## src/hdl/pose_waypoint_sampler_macros.svh

```systemverilog
// ----------------------------------------------------------------------------
// Pose waypoint sampler assertion macros
// Implication and next-cycle implication checks, clocked and reset-gated.
// ----------------------------------------------------------------------------
`ifndef POSE_WAYPOINT_SAMPLER_MACROS_SVH
`define POSE_WAYPOINT_SAMPLER_MACROS_SVH

`ifndef ASSERT_OFF
`define PWS_ASSERT_IMP(lbl, clk, rstn, pre, post) \
    lbl: assert property (@(posedge clk) disable iff (!(rstn)) (pre) |-> (post)) \
        else $error("pose waypoint sampler assertion failed");
`define PWS_ASSERT_NXT(lbl, clk, rstn, pre, post) \
    lbl: assert property (@(posedge clk) disable iff (!(rstn)) (pre) |=> (post)) \
        else $error("pose waypoint sampler assertion failed");
`else
`define PWS_ASSERT_IMP(lbl, clk, rstn, pre, post)
`define PWS_ASSERT_NXT(lbl, clk, rstn, pre, post)
`endif

`endif

```

## src/hdl/pws_pkg.sv

```systemverilog
// ----------------------------------------------------------------------------
// Pose waypoint sampler package
// Beat types, widths, register indexes, sequencer codes and the atan table.
// ----------------------------------------------------------------------------
package pws_pkg;

    localparam int POS_W      = 32;
    localparam int QUAT_W     = 16;
    localparam int IDX_W      = 16;
    localparam int ANG_W      = 16;
    localparam int THR_W      = 31;
    localparam int CFG_IDX_W  = 2;
    localparam int CFG_DATA_W = 32;

    localparam int MUL_W      = 33;
    localparam int PROD_W     = 2 * MUL_W;
    localparam int CW         = 36;
    localparam int ACC_W      = 21;
    localparam int YAW_W      = ACC_W - 3;
    localparam int DIST_W     = 65;
    localparam int THR_SQ_W   = 2 * THR_W;
    localparam int ITERS      = 16;
    localparam int ITER_W     = 4;
    localparam int STEP_W     = 4;

    localparam logic [CFG_IDX_W-1:0] CFG_ANGLE   = 2'd0;
    localparam logic [CFG_IDX_W-1:0] CFG_CHORD   = 2'd1;
    localparam logic [CFG_IDX_W-1:0] CFG_SPACING = 2'd2;

    localparam logic [ANG_W-1:0] ANGLE_RST   = 16'd2145;
    localparam logic [THR_W-1:0] CHORD_RST   = 31'd65536;
    localparam logic [THR_W-1:0] SPACING_RST = 31'd262144;

    localparam logic signed [ACC_W-1:0] ANG_PI = 21'sd205887;
    localparam logic [IDX_W-1:0]        IDX_MAX = '1;

    typedef struct packed {
        logic signed [POS_W-1:0]  pos_x;
        logic signed [POS_W-1:0]  pos_y;
        logic signed [POS_W-1:0]  pos_z;
        logic signed [QUAT_W-1:0] quat_x;
        logic signed [QUAT_W-1:0] quat_y;
        logic signed [QUAT_W-1:0] quat_z;
        logic signed [QUAT_W-1:0] quat_w;
    } in_beat_t;

    typedef struct packed {
        logic        [IDX_W-1:0]  wp_index;
        logic signed [POS_W-1:0]  wp_x;
        logic signed [POS_W-1:0]  wp_y;
        logic signed [POS_W-1:0]  wp_z;
        logic signed [QUAT_W-1:0] wp_qx;
        logic signed [QUAT_W-1:0] wp_qy;
        logic signed [QUAT_W-1:0] wp_qz;
        logic signed [QUAT_W-1:0] wp_qw;
    } out_beat_t;

    typedef enum logic [2:0] {
        ST_IDLE,
        ST_MUL,
        ST_DRAIN,
        ST_ANGLE,
        ST_DECIDE
    } state_t;

    typedef enum logic [STEP_W-1:0] {
        MUL_XX,
        MUL_WW,
        MUL_YY,
        MUL_ZZ,
        MUL_XY,
        MUL_WZ,
        MUL_DX,
        MUL_DY,
        MUL_SP,
        MUL_CH
    } mul_step_t;

    typedef struct packed {
        logic busy;
        logic done;
    } cordic_stat_t;

    // atan(2^-i) in units of 2^-16 rad
    function automatic logic signed [ACC_W-1:0] atan_step(input logic [ITER_W-1:0] i);
        logic signed [ACC_W-1:0] v;
        unique case (i)
            4'd0:  v = 21'sd51472;
            4'd1:  v = 21'sd30386;
            4'd2:  v = 21'sd16055;
            4'd3:  v = 21'sd8150;
            4'd4:  v = 21'sd4091;
            4'd5:  v = 21'sd2047;
            4'd6:  v = 21'sd1024;
            4'd7:  v = 21'sd512;
            4'd8:  v = 21'sd256;
            4'd9:  v = 21'sd128;
            4'd10: v = 21'sd64;
            4'd11: v = 21'sd32;
            4'd12: v = 21'sd16;
            4'd13: v = 21'sd8;
            4'd14: v = 21'sd4;
            4'd15: v = 21'sd2;
        endcase
        return v;
    endfunction

endpackage

```

## src/hdl/pws_cordic.sv

```systemverilog
// ----------------------------------------------------------------------------
// Pose waypoint sampler CORDIC
// Iterative vectoring atan2, one micro-rotation per cycle, yaw in Q5.13.
// ----------------------------------------------------------------------------
`include "pose_waypoint_sampler_macros.svh"

module pws_cordic (
    input  logic                                   aclk,
    input  logic                                   aresetn,
    input  logic                                   start,
    input  logic signed [pws_pkg::CW-1:0]          a_in,
    input  logic signed [pws_pkg::CW-1:0]          b_in,
    output pws_pkg::cordic_stat_t                  stat,
    output logic signed [pws_pkg::YAW_W-1:0]       yaw
);

    logic signed [pws_pkg::CW-1:0]    x_reg, x_next;
    logic signed [pws_pkg::CW-1:0]    y_reg, y_next;
    logic signed [pws_pkg::ACC_W-1:0] acc_reg, acc_next;
    logic signed [pws_pkg::YAW_W-1:0] yaw_reg;
    logic [pws_pkg::ITER_W-1:0]       iter_reg;
    logic                             run_reg;
    logic                             rnd_reg;
    logic                             done_reg;

    logic signed [pws_pkg::CW-1:0]    xs;
    logic signed [pws_pkg::CW-1:0]    ys;
    logic signed [pws_pkg::ACC_W-1:0] step_ang;
    logic signed [pws_pkg::ACC_W-1:0] acc_rnd;

    assign xs       = x_reg >>> iter_reg;
    assign ys       = y_reg >>> iter_reg;
    assign step_ang = pws_pkg::atan_step(iter_reg);
    assign acc_rnd  = acc_reg + pws_pkg::ACC_W'(4);

    always_comb begin
        x_next   = x_reg;
        y_next   = y_reg;
        acc_next = acc_reg;
        if (y_reg > 0) begin
            x_next   = x_reg + ys;
            y_next   = y_reg - xs;
            acc_next = acc_reg + step_ang;
        end else if (y_reg < 0) begin
            x_next   = x_reg - ys;
            y_next   = y_reg + xs;
            acc_next = acc_reg - step_ang;
        end
    end

    always_ff @(posedge aclk) begin
        if (!aresetn) begin
            run_reg  <= 1'b0;
            rnd_reg  <= 1'b0;
            done_reg <= 1'b0;
            iter_reg <= '0;
        end else begin
            done_reg <= rnd_reg;
            rnd_reg  <= 1'b0;
            if (start) begin
                run_reg  <= 1'b1;
                iter_reg <= '0;
            end else if (run_reg) begin
                iter_reg <= iter_reg + 1'b1;
                if (iter_reg == pws_pkg::ITER_W'(pws_pkg::ITERS - 1)) begin
                    run_reg <= 1'b0;
                    rnd_reg <= 1'b1;
                end
            end
        end
    end

    // left half plane: rotate by pi first
    always_ff @(posedge aclk) begin
        if (start) begin
            if (a_in < 0) begin
                x_reg   <= -a_in;
                y_reg   <= -b_in;
                acc_reg <= (b_in >= 0) ? pws_pkg::ANG_PI : -pws_pkg::ANG_PI;
            end else begin
                x_reg   <= a_in;
                y_reg   <= b_in;
                acc_reg <= '0;
            end
        end else if (run_reg) begin
            x_reg   <= x_next;
            y_reg   <= y_next;
            acc_reg <= acc_next;
        end
        if (rnd_reg) begin
            yaw_reg <= acc_rnd[pws_pkg::ACC_W-1:3];
        end
    end

    assign stat.busy = run_reg | rnd_reg;
    assign stat.done = done_reg;
    assign yaw       = yaw_reg;

    `PWS_ASSERT_NXT(a_round_then_done, aclk, aresetn, rnd_reg, done_reg && !run_reg)

endmodule
```

## config.mk

```make
export PLATFORM = sky130hd
export DESIGN_NAME = pws_cordic
export DESIGN_NICKNAME = d
export VERILOG_FILES = /design/src/hdl/pws_pkg.sv /design/src/hdl/pws_cordic.sv
export VERILOG_INCLUDE_DIRS = /design/src /design/src/hdl
export SDC_FILE = /design/constraint.sdc
export NUM_CORES = 1
export LEC_CHECK = 0
export BUFFER_PORTS_ARGS = -buffer_cell sky130_fd_sc_hd__buf_4
export CAP_MARGIN = 15
export CORE_MARGIN = 1.5
export CORE_UTILIZATION = 45
export DETAILED_ROUTE_END_ITERATION = 8
export PLACE_DENSITY = 0.63
export SYNTH_ARGS = -nofsm -noshare
export SYNTH_HDL_FRONTEND = slang
export SYNTH_SLANG_ARGS = --single-unit
```

## constraint.sdc

```tcl
create_clock -name aclk -period 9.55 [get_ports aclk]
set_clock_uncertainty 0.1 [all_clocks]
set_input_delay 1.91 -clock aclk [delete_from_list [all_inputs] [get_ports aclk]]
set_output_delay 1.91 -clock aclk [all_outputs]
set_load 0.05 [all_outputs]
```

==> flow_summary.ini, run 1 <==
[route]
vias = 15705
viasPerCell = 6.07
postRouteAntennaNets = 0
final_routed_wire_length_divided_by_cell_count_um = 19.1
detail_route.drc_violations = 0
drtPass1Iterations = 5
wl_um = 49400
drt_iter0_markers = 1074

[synth]
syn_nets = 2221
yosys_warnings = 0
postSynthRegisterBits = 134
synth.largest_area_cell = edfxtp_1
synth_edf_count = 111
syn-instance-count = 2039
post_synth_instance_area_sq_um = 17200
synth.avg_cell_area_sq_um = 8.44
synth_cell_type_count = 98
netlist_top_cells_area = edfxtp_1, ha_1, mux4_2, xnor2_1, a21oi_1
synth.top_cell.area_share_pct = 19.4
ffs_w_async_s_r_synth_pct = 0
synth_seq_area_share_pct = 22.1
top_ff_cell_synth = edfxtp_1

[timing]
hold_viol_final = 0
timing.final.crit_period_ns = 7.05
timing.slew.headroom_pct = 36.8
setup_viol_count_final = 0
max_slew.worst_pin.slew_ns = 0.939
post_route_fraction_of_the_period_consumed_by_the_critical_path_pct = 73.8
setup-tns-final_ns = 0
max_freq_mhz = 142
report.final.slew_viol_count = 0
final.setup.worst_slack_ns = 2.50
grt_setup_unrepaired = false

[cells_and_area]
n_antenna_cell = 0
final_nets = 2246
area.growth.synth_to_final_pct = 8.81
end_of_flow_core_utilization_pct = 49.7
post_route_cells_drive_above_1_share_pct = 13.1

[clock_network]
cts-root-to-sink-buffers = 2
tritoncts_clock_tree = done
cts_buffers = 17
sinks_on_the_clock_net = 134
clk_pin_slew_worst_setup_hold_paths_ns = 0.07
clkLatencyLatePin_ns = 0.45
post-cts-setup-buffers = 0
post_cts_resize_count = 0
hold_buffers = 0
clock_tree.htree_level_count = 4
cts_root_buf = clkbuf_16

[grt]
wire_length_of_the_first_global_routing_pass_um = 79800
grt_max_degree = 72
grt_overflow = 0
antenna_found_initial = 0
grt.total_usage_pct = 25.5
first_global_vias = 15288

[critical_path]
regToRegSetupSlack_ns = 2.50
cell_depth_of_the_worst_flop_to_flop_path = 20
critPathLaunchType = flop
worst-path-max-fanout = 47
critical_path_arrival_ns = 7.11
slowest_stage = dfxtp_4
worstPathCellList = clkinv_1 -> a2111oi_0 -> o21bai_1 -> mux2_2 -> nor3b_1 -> and4_1 -> a21oi_1 -> nor2_1 -> xor2_1 -> ha_1 -> a21oi_1 -> nand2_1 -> nor4b_1 -> a21oi_1 -> a21o_1 -> a41o_1 -> o41ai_1 -> o21ai_0 -> xnor2_1 -> o21ai_0
reg2reg_to = y_reg[33]
timing.critical_path.slowest_cell_delay_ns = 0.74
path_class = reg -> reg
worst_path_required_ns = 9.61
cp-end-kind = flop
cp-startpoint = iter_reg[3]
worstReg2RegStart = iter_reg[3]
critical_path.most_common_cell = a21oi_1

[hold_path]
hold_start = acc_reg[20]
min_delay_path_depth = 1
worstHoldPathType = reg -> reg
min_delay_worst_endpoint = yaw[17]

[placed_design]
placement.io_buffers = 94
dp_worst_setup_slack_ns = 2.70
dp.final_hpwl_um = 38500
gp_congestion = 0.904

[die]
design.portCount = 95
die_width_um = 199
die_outline_area_sq_um = 39400
effective_utilization_at_floorplan_pct = 45.7
design.core.area_sq_um = 37700
number_of_rows_in_the_core_area = 71
chipHeight_um = 199

[flow_run]
drv.max_cap_violation_count = 0

[power]
switching_share_pct = 50.2
clockPowerShare_pct = 8.3
total_power_mw = 8.09
irDropWorstVdd_mv = 0.201
combPwrFrac_pct = 73.1
internal_power_mw = 4.03
p_sw_mw = 4.06
p_leak_nw = 7.27
total_power_per_unit_cell_area_nw_per_um2 = 432
share_seq_of_total_power_pct = 18.6

[status]
run_status = finished, final reports clean
==> cell usage in the layout (no fill, tap or decap), types with 18 or more instances in the layout <==
cell         n
a21o_1      41
a21oi_1    177
a31oi_1     20
and3_1      21
buf_4      107
clkbuf_16   20
dfxtp_1     19
edfxtp_1   111
ha_1       104
inv_1       53
mux2_2      29
mux2i_1     64
mux4_2      51
nand2_1    224
nand2b_1    29
nand3_1     69
nor2_1     142
nor2b_1     18
nor3_1      30
o21a_1      19
o21ai_0    172
o31ai_1     33
xnor2_1    130
xor2_1     101
==> cell usage after synthesis, types with 10 or more instances <==
cell      instances
nand2_1         225
a21oi_1         177
o21ai_0         172
nor2_1          143
xnor2_1         130
edfxtp_1        111
ha_1            104
xor2_1          101
nand3_1          69
mux2i_1          64
clkbuf_1         54
inv_1            54
mux4_2           51
a21o_1           41
o31ai_1          33
nor3_1           30
mux2_2           29
nand2b_1         29
dfxtp_1          23
and3_1           21
a31oi_1          20
o21a_1           19
nor2b_1          18
nor4_1           17
o22ai_1          17
or3_1            17
and2_1           16
buf_1            15
or2_2            15
buf_2            14
o41ai_1          14
nand4_1          13
buf_6            12
or4_1            12
a31o_2           10
==> power by group through the flow <==
stage	clock network [mW]	registers (mW)	logic, mW
after floorplan	0	1.21	4.80
after global placement	0	1.49	5.75
after detailed placement	0	1.49	5.84
after CTS	0.684	1.49	5.89
after global routing	0.707	1.52	6.66
final	0.674	1.50	5.92
==> critical path, delay by kind of cell, from the launching register on <==
family / cells / cell delay, ns
buffers and inverters: 1 / 0.73
AND/OR/NAND/NOR: 5 / 1.45
multiplexers: 1 / 0.28
AO/OA/AOI/OAI: 10 / 2.81
XOR/XNOR: 2 / 0.32
flip-flops: 1 / 0.74
adder cells (fa/ha/maj): 1 / 0.32
==> layout make-up <==
| class | instances | area, sq um |
|---|---|---|
| fill | 3719 | 18900 |
| multi-input combinational | 1747 | 12700 |
| sequential | 134 | 3800 |
| timing repair buffer | 107 | 803 |
| tap | 511 | 639 |
| clock buffer | 22 | 512 |
| inverter | 57 | 214 |
| clock inverter | 10 | 80.1 |
==> per-layer routing <==
| layer | wire [um] | share of wire, % | global-route usage [%] |
|---|---|---|---|
| met2 | 24900 | 50 | 45.6 |
| met3 | 2290 | 4.6 | 3.63 |
| met4 | 1520 | 3.1 | 9.40 |
| met5 | 0 | 0 | 0 |
| met1 | 20700 | 42 | 31.0 |
==> kinds of logic after synthesis <==
family | share of synthesized area, %
xor gates and xnor gates | 11.8
adders and majority gates | 7.91
buffers and inverters | 4.38
AOI/OAI and AO/OA | 21.6
muxes | 13.8
and+or+nand+nor | 18.4
DFF | 22.1
==> how the worst max path moves through the flow <==
stage,cells after the start,to,slack (ns)
after detailed placement,20,y_reg[33],2.70
after floorplan,24,y_reg[33],3.44
after CTS,20,y_reg[33],2.66
final,20,y_reg[33],2.50
after global placement,20,y_reg[33],2.88
after global routing,20,y_reg[33],1.78
==> through the flow <==
| stage | instance area, sq um | std cells | hold WS (ns) |
|---|---|---|---|
| floorplan | 17200 | 2039 | 0.471 |
| global placement | 18100 | 2556 | 0.490 |
| detailed placement | 18100 | 2556 | 0.501 |
| CTS | 18700 | 2588 | 0.509 |
| global route | 18700 | 2588 | 0.509 |
| finish | 18700 | 2588 | 0.502 |
No activity file was read; power rests on OpenSTA's default activity.
==> run 2, diff against run 1 <==
Settings changed: PLACE_DENSITY 0.63 to 0.65.
Clock period 9.55 ns to 6.14 ns, I/O delays scaled along.
==> flow_summary.ini, run 2 (synthesis gave the netlist of run 1 again) <==
[status]
run_status = finished, final reports clean

[die]
effective_utilization_at_floorplan_pct = 45.7
design.core.area_sq_um = 37700
die_width_um = 199
chipHeight_um = 199
design.portCount = 95
number_of_rows_in_the_core_area = 71
die_outline_area_sq_um = 39400

[placed_design]
dp_cells = 2592
dp.final_hpwl_um = 40700
dp_worst_setup_slack_ns = -0.0979
place_area_sq_um = 18400
gp_congestion = 0.957
placement.io_buffers = 94

[route]
vias = 16207
wl_um = 53000
viasPerCell = 6.15
postRouteAntennaNets = 0
drtPass1Iterations = 6
detail_route.drc_violations = 0
drt_iter0_markers = 1335
final_routed_wire_length_divided_by_cell_count_um = 20.1

[timing]
timing.final.crit_period_ns = 5.89
post_route_fraction_of_the_period_consumed_by_the_critical_path_pct = 95.9
max_freq_mhz = 170
max_slew.worst_pin.slew_ns = 1.10
setup_viol_count_final = 0
report.final.slew_viol_count = 0
timing.slew.headroom_pct = 26.4
hold_viol_final = 0
final.setup.worst_slack_ns = 0.253

[critical_path]
worst-path-max-fanout = 34
worst_path_required_ns = 6.23
path_class = reg -> reg
cp-end-kind = flop
critical_path_arrival_ns = 5.97
worstPathCellList = buf_16 -> mux2i_1 -> o22ai_1 -> or4_1 -> o22ai_1 -> and3_1 -> nand2_1 -> o21ai_0 -> o21ai_0 -> xor2_1 -> ha_1 -> or3_1 -> o22ai_1 -> o21ai_0 -> o21ba_2 -> o21ai_0 -> a41o_1 -> o41a_1 -> xnor2_1 -> o21ai_1
critPathLaunchType = flop
slowest_stage = or4_1
timing.critical_path.slowest_cell_delay_ns = 0.56
critical_path.most_common_cell = o21ai_0

[clock_network]
cts-root-to-sink-buffers = 2
clk_pin_slew_worst_setup_hold_paths_ns = 0.08
clkLatencyLatePin_ns = 0.46
hold_buffers = 0
tritoncts_clock_tree = done
cts_buffers = 17
clock_tree.htree_level_count = 4
cts_root_buf = clkbuf_16
sinks_on_the_clock_net = 134

[cells_and_area]
instances_no_fill = 2634
final_common_cell = nand2_1
post_route_cells_drive_above_1_share_pct = 15.8
final_nets = 2292
end_of_flow_core_utilization_pct = 51.1
most_frequent_cells_in_the_layout = nand2_1, a21oi_1, o21ai_0
final_cell_area_sq_um = 19300
n_antenna_cell = 0
area.growth.synth_to_final_pct = 11.9

[grt]
wire_length_of_the_first_global_routing_pass_um = 82400
antenna_found_initial = 2
grt_max_degree = 77
grt.total_usage_pct = 26.6
grt_overflow = 0
first_global_vias = 15266

[power]
irDropWorstVdd_mv = 0.313
total_power_per_unit_cell_area_nw_per_um2 = 685
p_leak_nw = 7.56

[flow_run]
drv.max_cap_violation_count = 0

[hold_path]
worstHoldPathType = reg -> reg
-- run 2: cell count changes in the layout (fill, tap and decap cells not counted), sizes merged --
| cell | before | now |
|---|---|---|
| buf | 107 | 150 |
| bufinv | 0 | 1 |
| clkbuf | 22 | 20 |
| clkinv | 7 | 5 |
| inv | 60 | 66 |
-- run 2: per-stage QoR --
step | total power [mW] | TNS [ns] | hold slack [ns]
after detailed placement | 11.7 | -0.298 | 0.504
after global placement | 11.6 | -0.00625 | 0.487
final | 13.2 | 0 | 0.508
after CTS | 12.9 | 0 | 0.519
after global routing | 14.3 | -0.00854 | 0.553
after floorplan | 9.34 | 0 | 0.471
-- run 2: cell type report --
type	count	area, sq um
flip-flops and latches	134	3800
well taps	511	639
multi-input cells	1747	12800
clock buffers	17	425
repair buffers	153	1240
clock inverters	15	175
fillers	3635	18400
inverters	57	214
-- run 2: power by group --
group	total (mW)	switching, mW	internal (mW)
sequential	2.20	0.622	1.57
clock	1.08	0.496	0.584
combinational	9.91	5.56	4.34
-- run 2: critical path: cells and delay by family (launching register included) --
kind | cells | cell delay, ns
and+or+nand+nor | 4 | 1.43
muxes | 1 | 0.34
DFF | 1 | 0.48
AOI/OAI and AO/OA | 11 | 2.35
xor gates and xnor gates | 2 | 0.39
buffers and inverters | 1 | 0.24
adders and majority gates | 1 | 0.26
-- run 2: timing repair --
item,4_1_cts,5_1_grt
gates cloned,0,2
buffers inserted,0,8
pin swaps,0,3
setup endpoints to repair,5,15
resized for setup,4,20
-- run 2: worst paths after layout --
check	startpoint	to	slack (ns)	depth (start not counted)
max	iter_reg[3]	x_reg[35]	0.25	20
min	acc_reg[20]	yaw[17]	0.51	1
max reg2reg	iter_reg[3]	x_reg[35]	0.25	20
min reg2reg	acc_reg[20]	yaw[17]	0.51	1
-- run 2: per-layer routing --
metal	global-route usage, %	up-vias	wire length (um)
met5	0	-	0
met4	8.33	0	1320
met3	3.10	83	2710
met2	48.2	531	26900
met1	32.9	7820	22100
li1	-	7773	-
